## src/hdl/swpd_pkg.sv

```systemverilog
// ----------------------------------------------------------------------------
// swpd_pkg
// Shared types and constants for the sync word packet deframer.
// ----------------------------------------------------------------------------
`default_nettype none

package swpd_pkg;

  // Width of the sync search window
  localparam int unsigned SYNC_BITS = 24;

  localparam int unsigned SYNC_WORD_W = 24;
  localparam int unsigned LEN_W       = 8;
  localparam int unsigned BYTE_W      = 8;
  localparam int unsigned BIT_CNT_W   = 4;
  localparam int unsigned CFG_IDX_W   = 1;

  localparam logic [SYNC_WORD_W-1:0] SYNC_WORD_RST = 24'h70EED2;
  localparam logic [LEN_W-1:0]       EXP_LEN_RST   = 8'h07;
  localparam logic [LEN_W-1:0]       MIN_LEN       = 8'd2;

  // Configuration register indexes
  localparam logic [CFG_IDX_W-1:0] REG_SYNC_WORD = 1'b0;
  localparam logic [CFG_IDX_W-1:0] REG_EXP_LEN   = 1'b1;

  typedef enum logic [1:0] {
    MODE_SEARCH  = 2'd0,
    MODE_HEADER  = 2'd1,
    MODE_PAYLOAD = 2'd2
  } mode_t;

  typedef struct packed {
    logic [SYNC_WORD_W-1:0] sync_word;
    logic [LEN_W-1:0]       expected_length;
  } cfg_t;

  typedef struct packed {
    logic [BYTE_W-1:0] payload_byte;
    logic              last_byte;
  } result_t;

  // Core status toward the top level
  typedef struct packed {
    logic result_valid;   // accepted bit completes a payload byte
    logic emit_pending;   // next accepted bit would complete a payload byte
  } core_status_t;

endpackage

`default_nettype wire

```

## src/hdl/swpd_core.sv

```systemverilog
// ----------------------------------------------------------------------------
// swpd_core
// Sync search, header check and payload byte assembly, one bit per cycle while bit_fire is high.
// ----------------------------------------------------------------------------
`default_nettype none

module swpd_core (
  input  wire logic                  clk,
  input  wire logic                  rst,
  input  wire logic                  bit_fire,
  input  wire logic                  line_bit,
  input  wire swpd_pkg::cfg_t        cfg,
  output swpd_pkg::core_status_t     status,
  output swpd_pkg::result_t          result
);

  swpd_pkg::mode_t                         mode, mode_next;
  logic [swpd_pkg::SYNC_BITS-1:0]          bit_window, bit_window_next;
  logic [swpd_pkg::BIT_CNT_W-1:0]          bit_count, bit_count_next;
  logic [swpd_pkg::LEN_W-1:0]              byte_count, byte_count_next;

  logic [swpd_pkg::SYNC_BITS-1:0]          win_shift;
  logic [swpd_pkg::SYNC_BITS-1:0]          sync_ref;
  logic [swpd_pkg::BYTE_W-1:0]             byte_shift;
  logic [swpd_pkg::BIT_CNT_W-1:0]          bit_inc;
  logic [swpd_pkg::LEN_W-1:0]              byte_inc;
  logic                                    sync_hit;
  logic                                    byte_done;
  logic                                    hdr_ok;
  logic                                    is_last;

  assign win_shift  = {bit_window[swpd_pkg::SYNC_BITS-2:0], line_bit};
  assign sync_ref   = swpd_pkg::SYNC_BITS'(cfg.sync_word);
  assign byte_shift = {bit_window[swpd_pkg::BYTE_W-2:0], line_bit};
  assign bit_inc    = bit_count + 1'b1;
  assign byte_inc   = byte_count + 1'b1;
  assign sync_hit   = (win_shift == sync_ref);
  // count reaches 8 (wraps at 16, so bit 3 marks >= 8)
  assign byte_done  = bit_inc[swpd_pkg::BIT_CNT_W-1];
  assign hdr_ok     = (byte_shift == cfg.expected_length) &&
                      (cfg.expected_length >= swpd_pkg::MIN_LEN);
  // 9-bit compare so a count of 255 does not wrap
  assign is_last    = ({1'b0, byte_inc} + 9'd1) >= {1'b0, cfg.expected_length};

  // Next mode
  always_comb begin
    mode_next = mode;
    if (bit_fire) begin
      case (mode)
        swpd_pkg::MODE_SEARCH: begin
          if (sync_hit) mode_next = swpd_pkg::MODE_HEADER;
        end
        swpd_pkg::MODE_HEADER: begin
          if (byte_done) begin
            mode_next = hdr_ok ? swpd_pkg::MODE_PAYLOAD : swpd_pkg::MODE_SEARCH;
          end
        end
        swpd_pkg::MODE_PAYLOAD: begin
          if (byte_done && is_last) mode_next = swpd_pkg::MODE_SEARCH;
        end
        default: begin
          mode_next = swpd_pkg::MODE_SEARCH;
        end
      endcase
    end
  end

  // Window and counters; window is cleared on every mode entry
  always_comb begin
    bit_window_next = bit_window;
    bit_count_next  = bit_count;
    byte_count_next = byte_count;
    if (bit_fire) begin
      case (mode)
        swpd_pkg::MODE_SEARCH: begin
          if (sync_hit) begin
            bit_window_next = '0;
            bit_count_next  = '0;
          end else begin
            bit_window_next = win_shift;
          end
        end
        swpd_pkg::MODE_HEADER: begin
          bit_count_next = bit_inc;
          if (byte_done) begin
            bit_window_next = '0;
            if (hdr_ok) begin
              bit_count_next  = '0;
              byte_count_next = '0;
            end
          end else begin
            bit_window_next = swpd_pkg::SYNC_BITS'(byte_shift);
          end
        end
        swpd_pkg::MODE_PAYLOAD: begin
          if (byte_done) begin
            bit_window_next = '0;
            bit_count_next  = '0;
            byte_count_next = byte_inc;
          end else begin
            bit_window_next = swpd_pkg::SYNC_BITS'(byte_shift);
            bit_count_next  = bit_inc;
          end
        end
        default: begin
          bit_window_next = '0;
        end
      endcase
    end
  end

  // Outputs
  always_comb begin
    status.emit_pending = (mode == swpd_pkg::MODE_PAYLOAD) && byte_done;
    status.result_valid = bit_fire && status.emit_pending;
    result.payload_byte = byte_shift;
    result.last_byte    = is_last;
  end

  always_ff @(posedge clk) begin
    if (rst) begin
      mode       <= swpd_pkg::MODE_SEARCH;
      bit_window <= '0;
      bit_count  <= '0;
      byte_count <= '0;
    end else begin
      mode       <= mode_next;
      bit_window <= bit_window_next;
      bit_count  <= bit_count_next;
      byte_count <= byte_count_next;
    end
  end

endmodule

`default_nettype wire

```

## src/hdl/swpd_out_reg.sv

```systemverilog
// ----------------------------------------------------------------------------
// swpd_out_reg
// Result register holding one payload byte until the downstream takes it.
// ----------------------------------------------------------------------------
`default_nettype none

module swpd_out_reg (
  input  wire logic              clk,
  input  wire logic              rst,
  input  wire logic              load,
  input  wire swpd_pkg::result_t load_data,
  input  wire logic              out_ready,
  output logic                   out_valid,
  output swpd_pkg::result_t      out_data,
  output logic                   full_stalled
);

  logic              valid, valid_next;
  swpd_pkg::result_t data;

  assign valid_next   = load || (valid && !out_ready);
  assign out_valid    = valid;
  assign out_data     = data;
  assign full_stalled = valid && !out_ready;

  always_ff @(posedge clk) begin
    if (rst) begin
      valid <= 1'b0;
    end else begin
      valid <= valid_next;
    end
  end

  always_ff @(posedge clk) begin
    if (load) begin
      data <= load_data;
    end
  end

endmodule

`default_nettype wire

```

## src/hdl/sync_word_packet_deframer_unit.sv

```systemverilog
// ----------------------------------------------------------------------------
// sync_word_packet_deframer_unit
// Bit-serial deframer: finds a 24-bit sync word, checks a length header and
// hands out the payload bytes that follow, flagging the last one.
// ----------------------------------------------------------------------------
//
//  Channel   Handshake            Payload
//  -------   ------------------   -------------------------------
//  input     in_valid/in_ready    line_bit (1 b)
//  output    out_valid/out_ready  payload_byte (8 b), last_byte (1 b)
//  config    cfg_we               cfg_index (1 b), cfg_data (24 b)
//
// One bit per cycle while in_ready is high; the mode/window/counter update
// is registered, and a finished byte shows on the output in the cycle after
// the bit that completes it. Synchronous reset returns to sync search with the
// window and counters cleared and registers at their defaults. A stalled
// output request blocks only a bit that would complete a payload byte;
// every other bit is still taken.
// ----------------------------------------------------------------------------
`default_nettype none

module sync_word_packet_deframer_unit (
  input  wire logic                                clk,
  input  wire logic                                rst,
  // bit input
  input  wire logic                                in_valid,
  output logic                                     in_ready,
  input  wire logic                                line_bit,
  // byte output
  output logic                                     out_valid,
  input  wire logic                                out_ready,
  output logic [swpd_pkg::BYTE_W-1:0]              payload_byte,
  output logic                                     last_byte,
  // configuration writes
  input  wire logic                                cfg_we,
  input  wire logic [swpd_pkg::CFG_IDX_W-1:0]      cfg_index,
  input  wire logic [swpd_pkg::SYNC_WORD_W-1:0]    cfg_data
);

  swpd_pkg::cfg_t         cfg;
  swpd_pkg::core_status_t status;
  swpd_pkg::result_t      core_result;
  swpd_pkg::result_t      out_data;
  logic                   bit_fire;
  logic                   full_stalled;

  // Config registers; the user must write them only while idle, the block does not enforce this
  always_ff @(posedge clk) begin
    if (rst) begin
      cfg.sync_word       <= swpd_pkg::SYNC_WORD_RST;
      cfg.expected_length <= swpd_pkg::EXP_LEN_RST;
    end else if (cfg_we) begin
      case (cfg_index)
        swpd_pkg::REG_SYNC_WORD: cfg.sync_word       <= cfg_data;
        swpd_pkg::REG_EXP_LEN:   cfg.expected_length <= cfg_data[swpd_pkg::LEN_W-1:0];
        default: begin
        end
      endcase
    end
  end

  // Hold off only the bit that would produce a byte into a stalled slot
  assign in_ready = !(status.emit_pending && full_stalled);
  assign bit_fire = in_valid && in_ready;

  swpd_core u_core (
    .clk      (clk),
    .rst      (rst),
    .bit_fire (bit_fire),
    .line_bit (line_bit),
    .cfg      (cfg),
    .status   (status),
    .result   (core_result)
  );

  swpd_out_reg u_out (
    .clk          (clk),
    .rst          (rst),
    .load         (status.result_valid),
    .load_data    (core_result),
    .out_ready    (out_ready),
    .out_valid    (out_valid),
    .out_data     (out_data),
    .full_stalled (full_stalled)
  );

  assign payload_byte = out_data.payload_byte;
  assign last_byte    = out_data.last_byte;

endmodule

`default_nettype wire

```

## config.mk

```make
export PLATFORM = sky130hd
export DESIGN_NAME = sync_word_packet_deframer_unit
export DESIGN_NICKNAME = d
export VERILOG_FILES = /design/src/hdl/swpd_pkg.sv /design/src/hdl/swpd_core.sv /design/src/hdl/swpd_out_reg.sv /design/src/hdl/sync_word_packet_deframer_unit.sv
export SDC_FILE = /design/constraint.sdc
export NUM_CORES = 1
export LEC_CHECK = 0
export BUFFER_PORTS_ARGS = -buffer_cell sky130_fd_sc_hd__buf_2
export CORE_UTILIZATION = 63
export CTS_BUF_LIST = sky130_fd_sc_hd__clkbuf_8
export CTS_CLUSTER_DIAMETER = 100
export DETAILED_ROUTE_END_ITERATION = 10
export MAX_ROUTING_LAYER = met4
export PLACE_DENSITY = 0.83
export SLEW_MARGIN = 25
export SYNTH_ARGS = -nofsm -noshare
export SYNTH_HDL_FRONTEND = slang
export SYNTH_HIERARCHICAL = 1
export SYNTH_SLANG_ARGS = --single-unit
```

## constraint.sdc

```tcl
create_clock -name clk -period 6.1 [get_ports clk]
set_clock_uncertainty 0.2 [all_clocks]
set_input_delay 0 -clock clk [delete_from_list [all_inputs] [get_ports clk]]
set_output_delay 0 -clock clk [all_outputs]
set_load 0.01 [all_outputs]
```

==> impl_metrics.env, run 1 <==
export IMPL_slew_viol_final=0
export IMPL_die_h_um=84.7
export IMPL_synth_seq_area_share=0.388
export IMPL_area_delta_synth_final_pct=17.1
export IMPL_rsz0062_at_grt="no"
export IMPL_placed_area_um2=4430
export IMPL_synth_common_cells="70 x dfxtp_1, 66 x nor2_1, 39 x xnor2_1"
export IMPL_holdBufCountCts=41
export IMPL_p_per_area_nw_per_um2=210
export IMPL_io_buffers=41
export IMPL_hold_violations=0
export IMPL_dp_cells=567
export IMPL_tritoncts="built"
export IMPL_synth_main_ff_cell="dfxtp_1"
export IMPL_ant_nets=0
export IMPL_via_count=3713
export IMPL_clk_latency_ns=0.37
export IMPL_crit_type="reg -> reg"
export IMPL_synth_cell_types=59
export IMPL_cp_data_required_time_ns=6.16
export IMPL_antenna_found_initial=1
export IMPL_synth_top_cell_area_share=0.325
export IMPL_startpoint_type="flop"
export IMPL_fp_dieArea_um2=7170
export IMPL_clock_sinks=79
export IMPL_yosysMostFrequentCell="dfxtp_1"
export IMPL_cts_htree_levels=3
export IMPL_cp_max_fo=11
export IMPL_hp_class="in -> reg"
export IMPL_critPathArrivalTime_ns=3.52
export IMPL_period_minus_slack_ns=3.46
export IMPL_via_per_inst=5.94
export IMPL_final_core_util=0.781
export IMPL_end_kind="flop"
export IMPL_yosys_warnings=6
export IMPL_syn_num_nets=526
export IMPL_synth_cells=480
export IMPL_track_usage=0.330
export IMPL_gp_congestion=0.814
export IMPL_tightest_slew_ns=0.919
export IMPL_setup_viol=0
export IMPL_yosys_area_top_type="dfxtp_1"
export IMPL_synth_seq_cells=79
export IMPL_drive_gt1_frac=0.135
export IMPL_grt_max_degree=98
export IMPL_ctsResizeCount=0
export IMPL_timing_final_crit_share=0.568
export IMPL_die_w_um=84.7
export IMPL_grt_pass1_wl_um=17600
export IMPL_grt_pass1_vias=3656
export IMPL_status="complete, no violations"
export IMPL_fmax_ghz=0.289
export IMPL_drv_cap=0
export IMPL_irDropWorstVdd_uv=228
export IMPL_fin_nets=588
export IMPL_post_cts_buffers=0
export IMPL_dp_hpwl_um=6510
export IMPL_cts_root_buf="clkbuf_8"
export IMPL_fin_area_um2=5040
export IMPL_tns_ns=0
export IMPL_synthTopCellsByArea="dfxtp_1 33%, xnor2_1 7.9%, edfxtp_1 6.3%"
export IMPL_clk_path_buf_depth=2
export IMPL_initial_utilization=0.667
export IMPL_num_rows=29
export IMPL_wl_per_cell_um=17.6
export IMPL_firstDrtPassIters=7
export IMPL_async_flop_share=0
export IMPL_synth_area_per_cell_um2=8.98
export IMPL_drcViolationCount=0
export IMPL_synth_edf_count=9
export IMPL_drt_total_wl_um=11000
export IMPL_io_pin_count=42
export IMPL_holdWs_ns=0.119
export IMPL_syn_area_um2=4310
export IMPL_max_slew_margin=0.387
export IMPL_overflow=0
export IMPL_clk_transition_reported_paths_ns=0.09
export IMPL_total_leakage_power_nw=1.93
export IMPL_coreArea_um2=6460
export IMPL_stdcell_count=625
export IMPL_drt_iter0_markers=306
export IMPL_numCtsBuffers=9
## cells in the final DEF, fill, tap and decap left out, drive strengths merged, types with 3 or more instances in the layout
cell         count
and2             3
nand4            8
a211o            4
dfxtp           70
xor2             6
a211oi           3
dlygate4sd3     41
a21o             3
or4bb            3
o2bb2ai          4
edfxtp           9
nand3           10
or3              4
nand4bb          7
nor2            66
o21ai           14
a21oi           37
ha              15
xnor2           39
clkbuf           9
nor4             3
mux2i           20
inv             18
nor3             4
nand2b          21
nor2b           25
buf             44
o2111ai          3
nand2           18
and3             4
a21bo            3
o31ai            3
## cell type report
| class | instances | area, um2 |
|---|---|---|
| Timing Repair Buffer | 85 | 638 |
| Sequential cell | 79 | 1670 |
| Inverter | 15 | 56.3 |
| Multi-Input combinational cell | 352 | 2380 |
| Tap cell | 77 | 96.3 |
| Antenna cell | 1 | 2.50 |
| Clock buffer | 9 | 124 |
| Fill cell | 430 | 1410 |
| Clock inverter | 7 | 77.6 |
## state kept, by name, summed over array words and instances, names as in the netlist
name,cells
cfg,32
u_out/out_data,9
u_core/byte_count,8
u_core/bit_window,23
u_core/bit_count,4
u_core/mode,2
u_out/out_valid,1
## cells by family (layout without fill, tap and decap cells)
logic type | after synthesis | after routing | synth area share
AND/OR/NAND/NOR | 185 | 185 | 0.237
AO/OA/AOI/OAI | 86 | 86 | 0.130
flip-flops | 79 | 79 | 0.388
buffers and inverters | 49 | 116 | 0.0607
XOR/XNOR | 45 | 45 | 0.0915
multiplexers | 21 | 21 | 0.0491
adder cells (fa/ha/maj) | 15 | 15 | 0.0436
other | 0 | 1 | 0
## final timing paths
| check | from | end | slack [ns] | cells past startpoint |
|---|---|---|---|---|
| max | u_core/byte_count[0] | u_core/mode[1] | 2.64 | 12 |
| min | rst | u_core/bit_window[4] | 0.12 | 3 |
| max reg2reg | u_core/byte_count[0] | u_core/mode[1] | 2.64 | 12 |
| min reg2reg | u_core/bit_count[1] | u_core/bit_count[1] | 0.29 | 2 |
## report_power, final
group / total, mW / leakage (nW) / internal [mW] / switching [mW]
logic: 0.101 / 1.17 / 0.0507 / 0.0503
registers: 0.548 / 0.663 / 0.536 / 0.0128
clock network: 0.408 / 0.102 / 0.193 / 0.214
## per-stage QoR
stage,worst slack (ns),power (mW)
6_report,2.64,1.06
2_1_floorplan,3.15,0.615
4_1_cts,2.68,1.05
3_3_place_gp,2.85,0.632
5_1_grt,2.37,1.09
3_5_place_dp,2.76,0.636
## metal layers
| layer | share of wire | up-vias | wire (um) | global-route usage |
|---|---|---|---|---|
| li1 | - | 1771 | - | - |
| met1 | 0.43 | 1759 | 4700 | 0.389 |
| met2 | 0.48 | 155 | 5280 | 0.548 |
| met3 | 0.060 | 28 | 663 | 0.0728 |
| met4 | 0.030 | 0 | 326 | 0.136 |
| met5 | 0 | - | 0 | - |
## critical path, stage by stage, from the launching register on
cell and delay, ns:
dfxtp_1 0.53, inv_1 0.11, ha_1 0.38, nor4_1 0.46, nor2_1 0.11, xnor2_1 0.16
ha_1 0.30, nand2_1 0.05, o21ai_0 0.17, o21bai_1 0.14, a21oi_1 0.12, a31oi_2 0.26
mux2_2 0.36
Power figures use the tool's default switching activity.
==> run 2, diff against run 1 <==
Settings changed: CORE_UTILIZATION 63 to 55, PLACE_DENSITY 0.83 to 0.77.
Clock period 6.1 ns to 3 ns, I/O delays scaled along.
==> run 2 against run 1 <==
Against the previous run: design area rose by 4.7%; maximum frequency rose by 20%; sequential power rose by 100%; critical path type unchanged; setup slack got worse by 2.5 ns; hold slack improved by 0.077 ns; critical path depth fell by 1.
==> impl_metrics.env, run 2 (synthesis gave the netlist of run 1 again) <==
export IMPL_p_per_area_nw_per_um2=401
export IMPL_grt_pass1_wl_um=17100
export IMPL_setup_viol=0
export IMPL_overflow=0
export IMPL_tns_ns=0
export IMPL_total_leakage_power_nw=2.02
export IMPL_firstDrtPassIters=5
export IMPL_antenna_found_initial=0
export IMPL_timing_final_crit_share=0.964
export IMPL_startpoint_type="flop"
export IMPL_fin_area_um2=5280
export IMPL_mostFrequentLayoutCells="66 x dfxtp_1, 65 x nor2_1, 42 x dlygate4sd3_1"
export IMPL_final_core_util=0.713
export IMPL_drt_total_wl_um=10300
export IMPL_period_minus_slack_ns=2.89
export IMPL_numCtsBuffers=9
export IMPL_end_kind="flop"
export IMPL_rsz0062_at_grt="no"
export IMPL_drcViolationCount=0
export IMPL_cp_max_fo=10
export IMPL_io_pin_count=42
export IMPL_placed_area_um2=4570
export IMPL_die_w_um=90.5
export IMPL_clock_sinks=79
export IMPL_drv_cap=0
export IMPL_fmax_ghz=0.346
export IMPL_ant_nets=0
export IMPL_die_h_um=90.5
export IMPL_num_rows=31
export IMPL_top_register="cfg"
export IMPL_clk_path_buf_depth=2
export IMPL_wl_per_cell_um=15.6
export IMPL_fp_dieArea_um2=8190
export IMPL_fin_nets=603
export IMPL_critPathArrivalTime_ns=2.93
export IMPL_coreArea_um2=7410
export IMPL_io_buffers=41
export IMPL_largest_register_ffs=32
export IMPL_slowest_delay_ns=0.43
export IMPL_hold_violations=0
export IMPL_num_antenna_cells=0
export IMPL_hp_class="in -> reg"
export IMPL_slowest_stage="dfxtp_2"
export IMPL_irDropWorstVdd_uv=293
export IMPL_cp_top_family="compound AO/OA/AOI/OAI gates"
export IMPL_crit_buf_inv=0
export IMPL_clk_latency_ns=0.35
export IMPL_slew_viol_final=0
export IMPL_cp_data_required_time_ns=3.04
export IMPL_status="complete, no violations"
export IMPL_tritoncts="built"
export IMPL_grt_pass1_vias=3575
export IMPL_drive_gt1_frac=0.180
export IMPL_track_usage=0.269
export IMPL_area_delta_synth_final_pct=22.6
export IMPL_crit_type="reg -> reg"
export IMPL_tightest_slew_ns=0.645
export IMPL_crit_path_cell_trace="a21boi_0 > o2111ai_1 > o2bb2ai_2 > xor2_1 > ha_1 > nand2_1 > o21ai_1 > o21bai_1 > a21oi_2 > a31oi_2 > mux2_2"
export IMPL_final_common_cell="dfxtp_1"
export IMPL_initial_utilization=0.582
export IMPL_via_per_inst=5.57
export IMPL_gp_congestion=0.870
export IMPL_clk_transition_reported_paths_ns=0.08
export IMPL_max_slew_margin=0.568
export IMPL_dp_hpwl_um=6370
export IMPL_holdWs_ns=0.197
export IMPL_grt_max_degree=98
export IMPL_cts_htree_levels=3
export IMPL_cts_root_buf="clkbuf_8"
export IMPL_via_count=3681
export IMPL_drt_iter0_markers=206
## run 2: timing repair
| item | 4_1_cts | 5_1_grt |
|---|---|---|
| resized for setup | 6 | 14 |
| buffers inserted | 0 | 1 |
| hold buffers | 42 | 0 |
| setup endpoints to repair | 2 | 3 |
| pin swaps | 3 | 4 |
| hold endpoints to repair | 61 | 0 |
## run 2: final cells by class
type | instances | area [um2]
multi-input combinational | 352 | 2460
timing repair buffer | 100 | 763
tap | 99 | 124
clock buffer | 10 | 138
clock inverter | 6 | 60.1
sequential | 79 | 1680
fill | 516 | 2120
inverter | 15 | 56.3
## run 2: worst paths after layout
| path | startpoint | slack (ns) | to | cells past startpoint |
|---|---|---|---|---|
| worst max register to register | u_core/byte_count[3] | 0.11 | u_core/mode[1] | 11 |
| worst max-delay path | u_core/byte_count[3] | 0.11 | u_core/mode[1] | 11 |
| worst min-delay path | in_valid | 0.20 | u_core/byte_count[6] | 5 |
| worst min register to register | cfg[13] | 0.30 | cfg[13] | 2 |
## run 2: metal layers
layer,routed length (um),vias to the layer above,track usage
met1,4710,1748,0.345
met2,4900,112,0.434
met5,0,-,-
met4,201,0,0.0914
li1,-,1798,-
met3,494,23,0.0404
## run 2: through the flow
| step | instances | worst slack [ns] | power, mW |
|---|---|---|---|
| CTS | 660 | 0.00375 | 2.12 |
| detailed placement | 602 | -0.167 | 1.30 |
| finish | 661 | 0.109 | 2.12 |
| global placement | 602 | 0.0505 | 1.29 |
| global route | 661 | 0.000155 | 2.19 |
| floorplan | 480 | 0.0526 | 1.25 |
## run 2: where the power goes
part	internal (mW)	switching, mW	total [mW]
clock	0.405	0.395	0.800
combinational	0.107	0.0980	0.205
sequential	1.09	0.0246	1.11
total	1.60	0.517	2.12
## run 2: worst min-delay path, cell delays in order
cell,delay [ns]
buf_2,0.10
and2_1,0.20
and3_1,0.21
nand2_1,0.09
o32ai_1,0.09
==> run 3, diff against run 2 <==
Settings changed: ABC_AREA set to 1, CORE_UTILIZATION 55 to 56, PLACE_DENSITY 0.77 to 0.78.
==> run 3 against run 2 <==
Against the previous run: register-to-register slack better by 0.05 ns; final cell count is 25% higher; via count is 14% higher; routed wire length is 1.1% higher; core utilization is 1.7 points higher; design area is 2.4% higher; flip-flop and latch count stayed put; sequential power hardly changed; non-clock buffer count is 6 lower; die area hardly changed; area after synthesis is 1.7% higher; sequential share of layout area is 0.76 points lower; largest cell class unchanged; largest power group unchanged.
==> impl_metrics.env, run 3 <==
export IMPL_status="complete, no violations"
export IMPL_synthMuxAreaShare=0
export IMPL_critPathArrivalTime_ns=2.94
export IMPL_drcViolationCount=0
export IMPL_final_common_cell="nand2_1"
export IMPL_fp_dieArea_um2=8190
export IMPL_io_buffers=41
export IMPL_ant_nets=0
export IMPL_slew_viol_final=0
export IMPL_gp_congestion=0.889
export IMPL_tritoncts="built"
export IMPL_drt_iter0_markers=239
export IMPL_cp_data_required_time_ns=3.10
export IMPL_clock_sinks=79
export IMPL_yosys_area_top_type="dfxtp_1"
export IMPL_mostFrequentLayoutCells="157 x nand2_1, 81 x nor2_1, 79 x inv_1"
export IMPL_die_w_um=90.5
export IMPL_synth_cell_types=33
export IMPL_antenna_found_initial=0
export IMPL_final_core_util=0.730
export IMPL_top_register="cfg"
export IMPL_cts_htree_levels=3
export IMPL_fin_nets=767
export IMPL_stdcell_count=825
export IMPL_placed_area_um2=4590
export IMPL_p_per_area_nw_per_um2=454
export IMPL_synth_top_family_by_area="simple AND/OR/NAND/NOR gates"
export IMPL_fillCellCount=565
export IMPL_hold_violations=0
export IMPL_syn_area_um2=4380
export IMPL_cts_root_buf="clkbuf_8"
export IMPL_die_h_um=90.5
export IMPL_hp_class="in -> reg"
export IMPL_synthXorXnorAreaFrac=0.0300
export IMPL_synthSimpleGateAreaFrac=0.369
export IMPL_synth_cells=643
export IMPL_period_minus_slack_ns=2.84
export IMPL_drv_cap=0
export IMPL_io_pin_count=42
export IMPL_cp_max_fo=25
export IMPL_clk_transition_reported_paths_ns=0.09
export IMPL_largest_register_ffs=32
export IMPL_rsz0062_at_grt="yes"
export IMPL_max_slew_margin=0.368
export IMPL_track_usage=0.269
export IMPL_synthAdderAreaFrac=0.0428
export IMPL_path_common_cell="inv_1"
export IMPL_yosys_warnings=6
export IMPL_synth_compound_area_frac=0.0554
export IMPL_synth_area_per_cell_um2=6.82
export IMPL_multi_input_area_um2=2260
export IMPL_firstDrtPassIters=5
export IMPL_dp_cells=761
export IMPL_yosysMostFrequentCell="nand2_1"
export IMPL_dp_hpwl_um=6640
export IMPL_irDropWorstVdd_uv=378
export IMPL_synth_seq_area_share=0.381
export IMPL_tns_ns=0
export IMPL_clk_path_buf_depth=2
export IMPL_area_delta_synth_final_pct=23.4
export IMPL_async_flop_share=0
export IMPL_holdWs_ns=0.0698
export IMPL_end_kind="flop"
export IMPL_fmax_ghz=0.352
export IMPL_crit_type="reg -> reg"
export IMPL_grt_max_degree=33
export IMPL_timing_final_crit_share=0.948
export IMPL_synth_top_cell_area_share=0.320
export IMPL_overflow=0
export IMPL_synthTopCellsByArea="dfxtp_1 32%, nand2_1 14%, nand3_1 8.9%"
export IMPL_drt_total_wl_um=10400
export IMPL_crit_path_cell_trace="inv_1 > ha_1 > inv_1 > nor2_1 > nand2_1 > and2_1 > inv_4 > nor3_1 > buf_4 > inv_1 > a21oi_2 > dlygate4sd3_1"
export IMPL_via_per_inst=5.11
export IMPL_grt_pass1_wl_um=17500
export IMPL_wl_per_cell_um=12.6
export IMPL_startpoint_type="flop"
export IMPL_num_antenna_cells=0
export IMPL_grt_pass1_vias=4043
export IMPL_slowest_delay_ns=0.55
export IMPL_synth_seq_cells=79
export IMPL_cp_top_family="buffers and inverters"
export IMPL_fin_area_um2=5410
export IMPL_seq_area_um2=1680
export IMPL_numCtsBuffers=9
export IMPL_via_count=4213
export IMPL_total_leakage_power_nw=2.54
export IMPL_tightest_slew_ns=0.946
export IMPL_synth_edf_count=9
export IMPL_coreArea_um2=7410
export IMPL_setup_viol=0
export IMPL_num_rows=31
export IMPL_syn_num_nets=689
export IMPL_initial_utilization=0.592
export IMPL_synth_main_ff_cell="dfxtp_1"
export IMPL_drive_gt1_frac=0.179
export IMPL_slowest_stage="dlygate4sd3_1"
export IMPL_clk_latency_ns=0.35
export IMPL_crit_buf_inv=6
export IMPL_synth_common_cells="158 x nand2_1, 82 x nor2_1, 81 x inv_1"
[run 3: kinds of logic after synthesis]
kind of cell / count (synthesis)
compound gates: 47
xor+xnor: 15
fa+ha+maj: 15
buf+inv: 126
flops: 79
simple gates: 361
[run 3: timing repair]
action                                 4_1_cts  5_1_grt
hold buffers                                45        0
endpoints found under the hold margin       62        0
pin swaps                                    0       11
buffers inserted                             0        3
resized for setup                            2       22
setup endpoints to repair                    2        4
[run 3: report_power, final]
group,internal [mW],total (mW),switching [mW]
clock,0.564,0.979,0.415
combinational,0.137,0.340,0.203
sequential,1.10,1.14,0.0330
total,1.80,2.46,0.651
[run 3: area by class of cell]
class	count	share of cell area
repair buffers	94	0.132
inverters	99	0.0692
flip-flops and latches	79	0.311
clock inverters	7	0.0236
clock buffers	9	0.0229
multi-input cells	438	0.418
well taps	99	0.0229
[run 3: worst paths after layout]
kind / start / end / slack, ns / cells after the start
worst max-delay path: u_core/mode[0] / u_out/out_valid / 0.16 / 12
worst min-delay path: in_valid / u_core/bit_window[5] / 0.07 / 5
worst max register to register: u_core/mode[0] / u_out/out_valid / 0.16 / 12
worst min register to register: cfg[22] / cfg[22] / 0.29 / 2
[run 3: worst register-to-register path, delay by kind of cell (launching register included)]
family | cells | cell delay, ns
buffers and inverters | 6 | 1.28
AO/OA/AOI/OAI | 1 | 0.12
AND/OR/NAND/NOR | 4 | 0.56
adder cells (fa/ha/maj) | 1 | 0.26
flip-flops | 1 | 0.37
[run 3: routing by layer]
metal	share of wire	vias to the layer above	routed length, um	global-route usage
met5	0	-	0	-
met3	0.054	23	558	0.0446
met2	0.51	138	5270	0.465
met1	0.42	1917	4360	0.307
li1	-	2135	-	-
met4	0.023	0	237	0.114
[run 3: metrics by stage]
stage                     setup WS (ns)  power [mW]
after floorplan                   0.178        1.37
after global placement            0.114        1.43
after detailed placement        -0.0437        1.44
after CTS                        0.0200        2.45
after global routing            -0.0115        2.56
final                             0.157        2.46
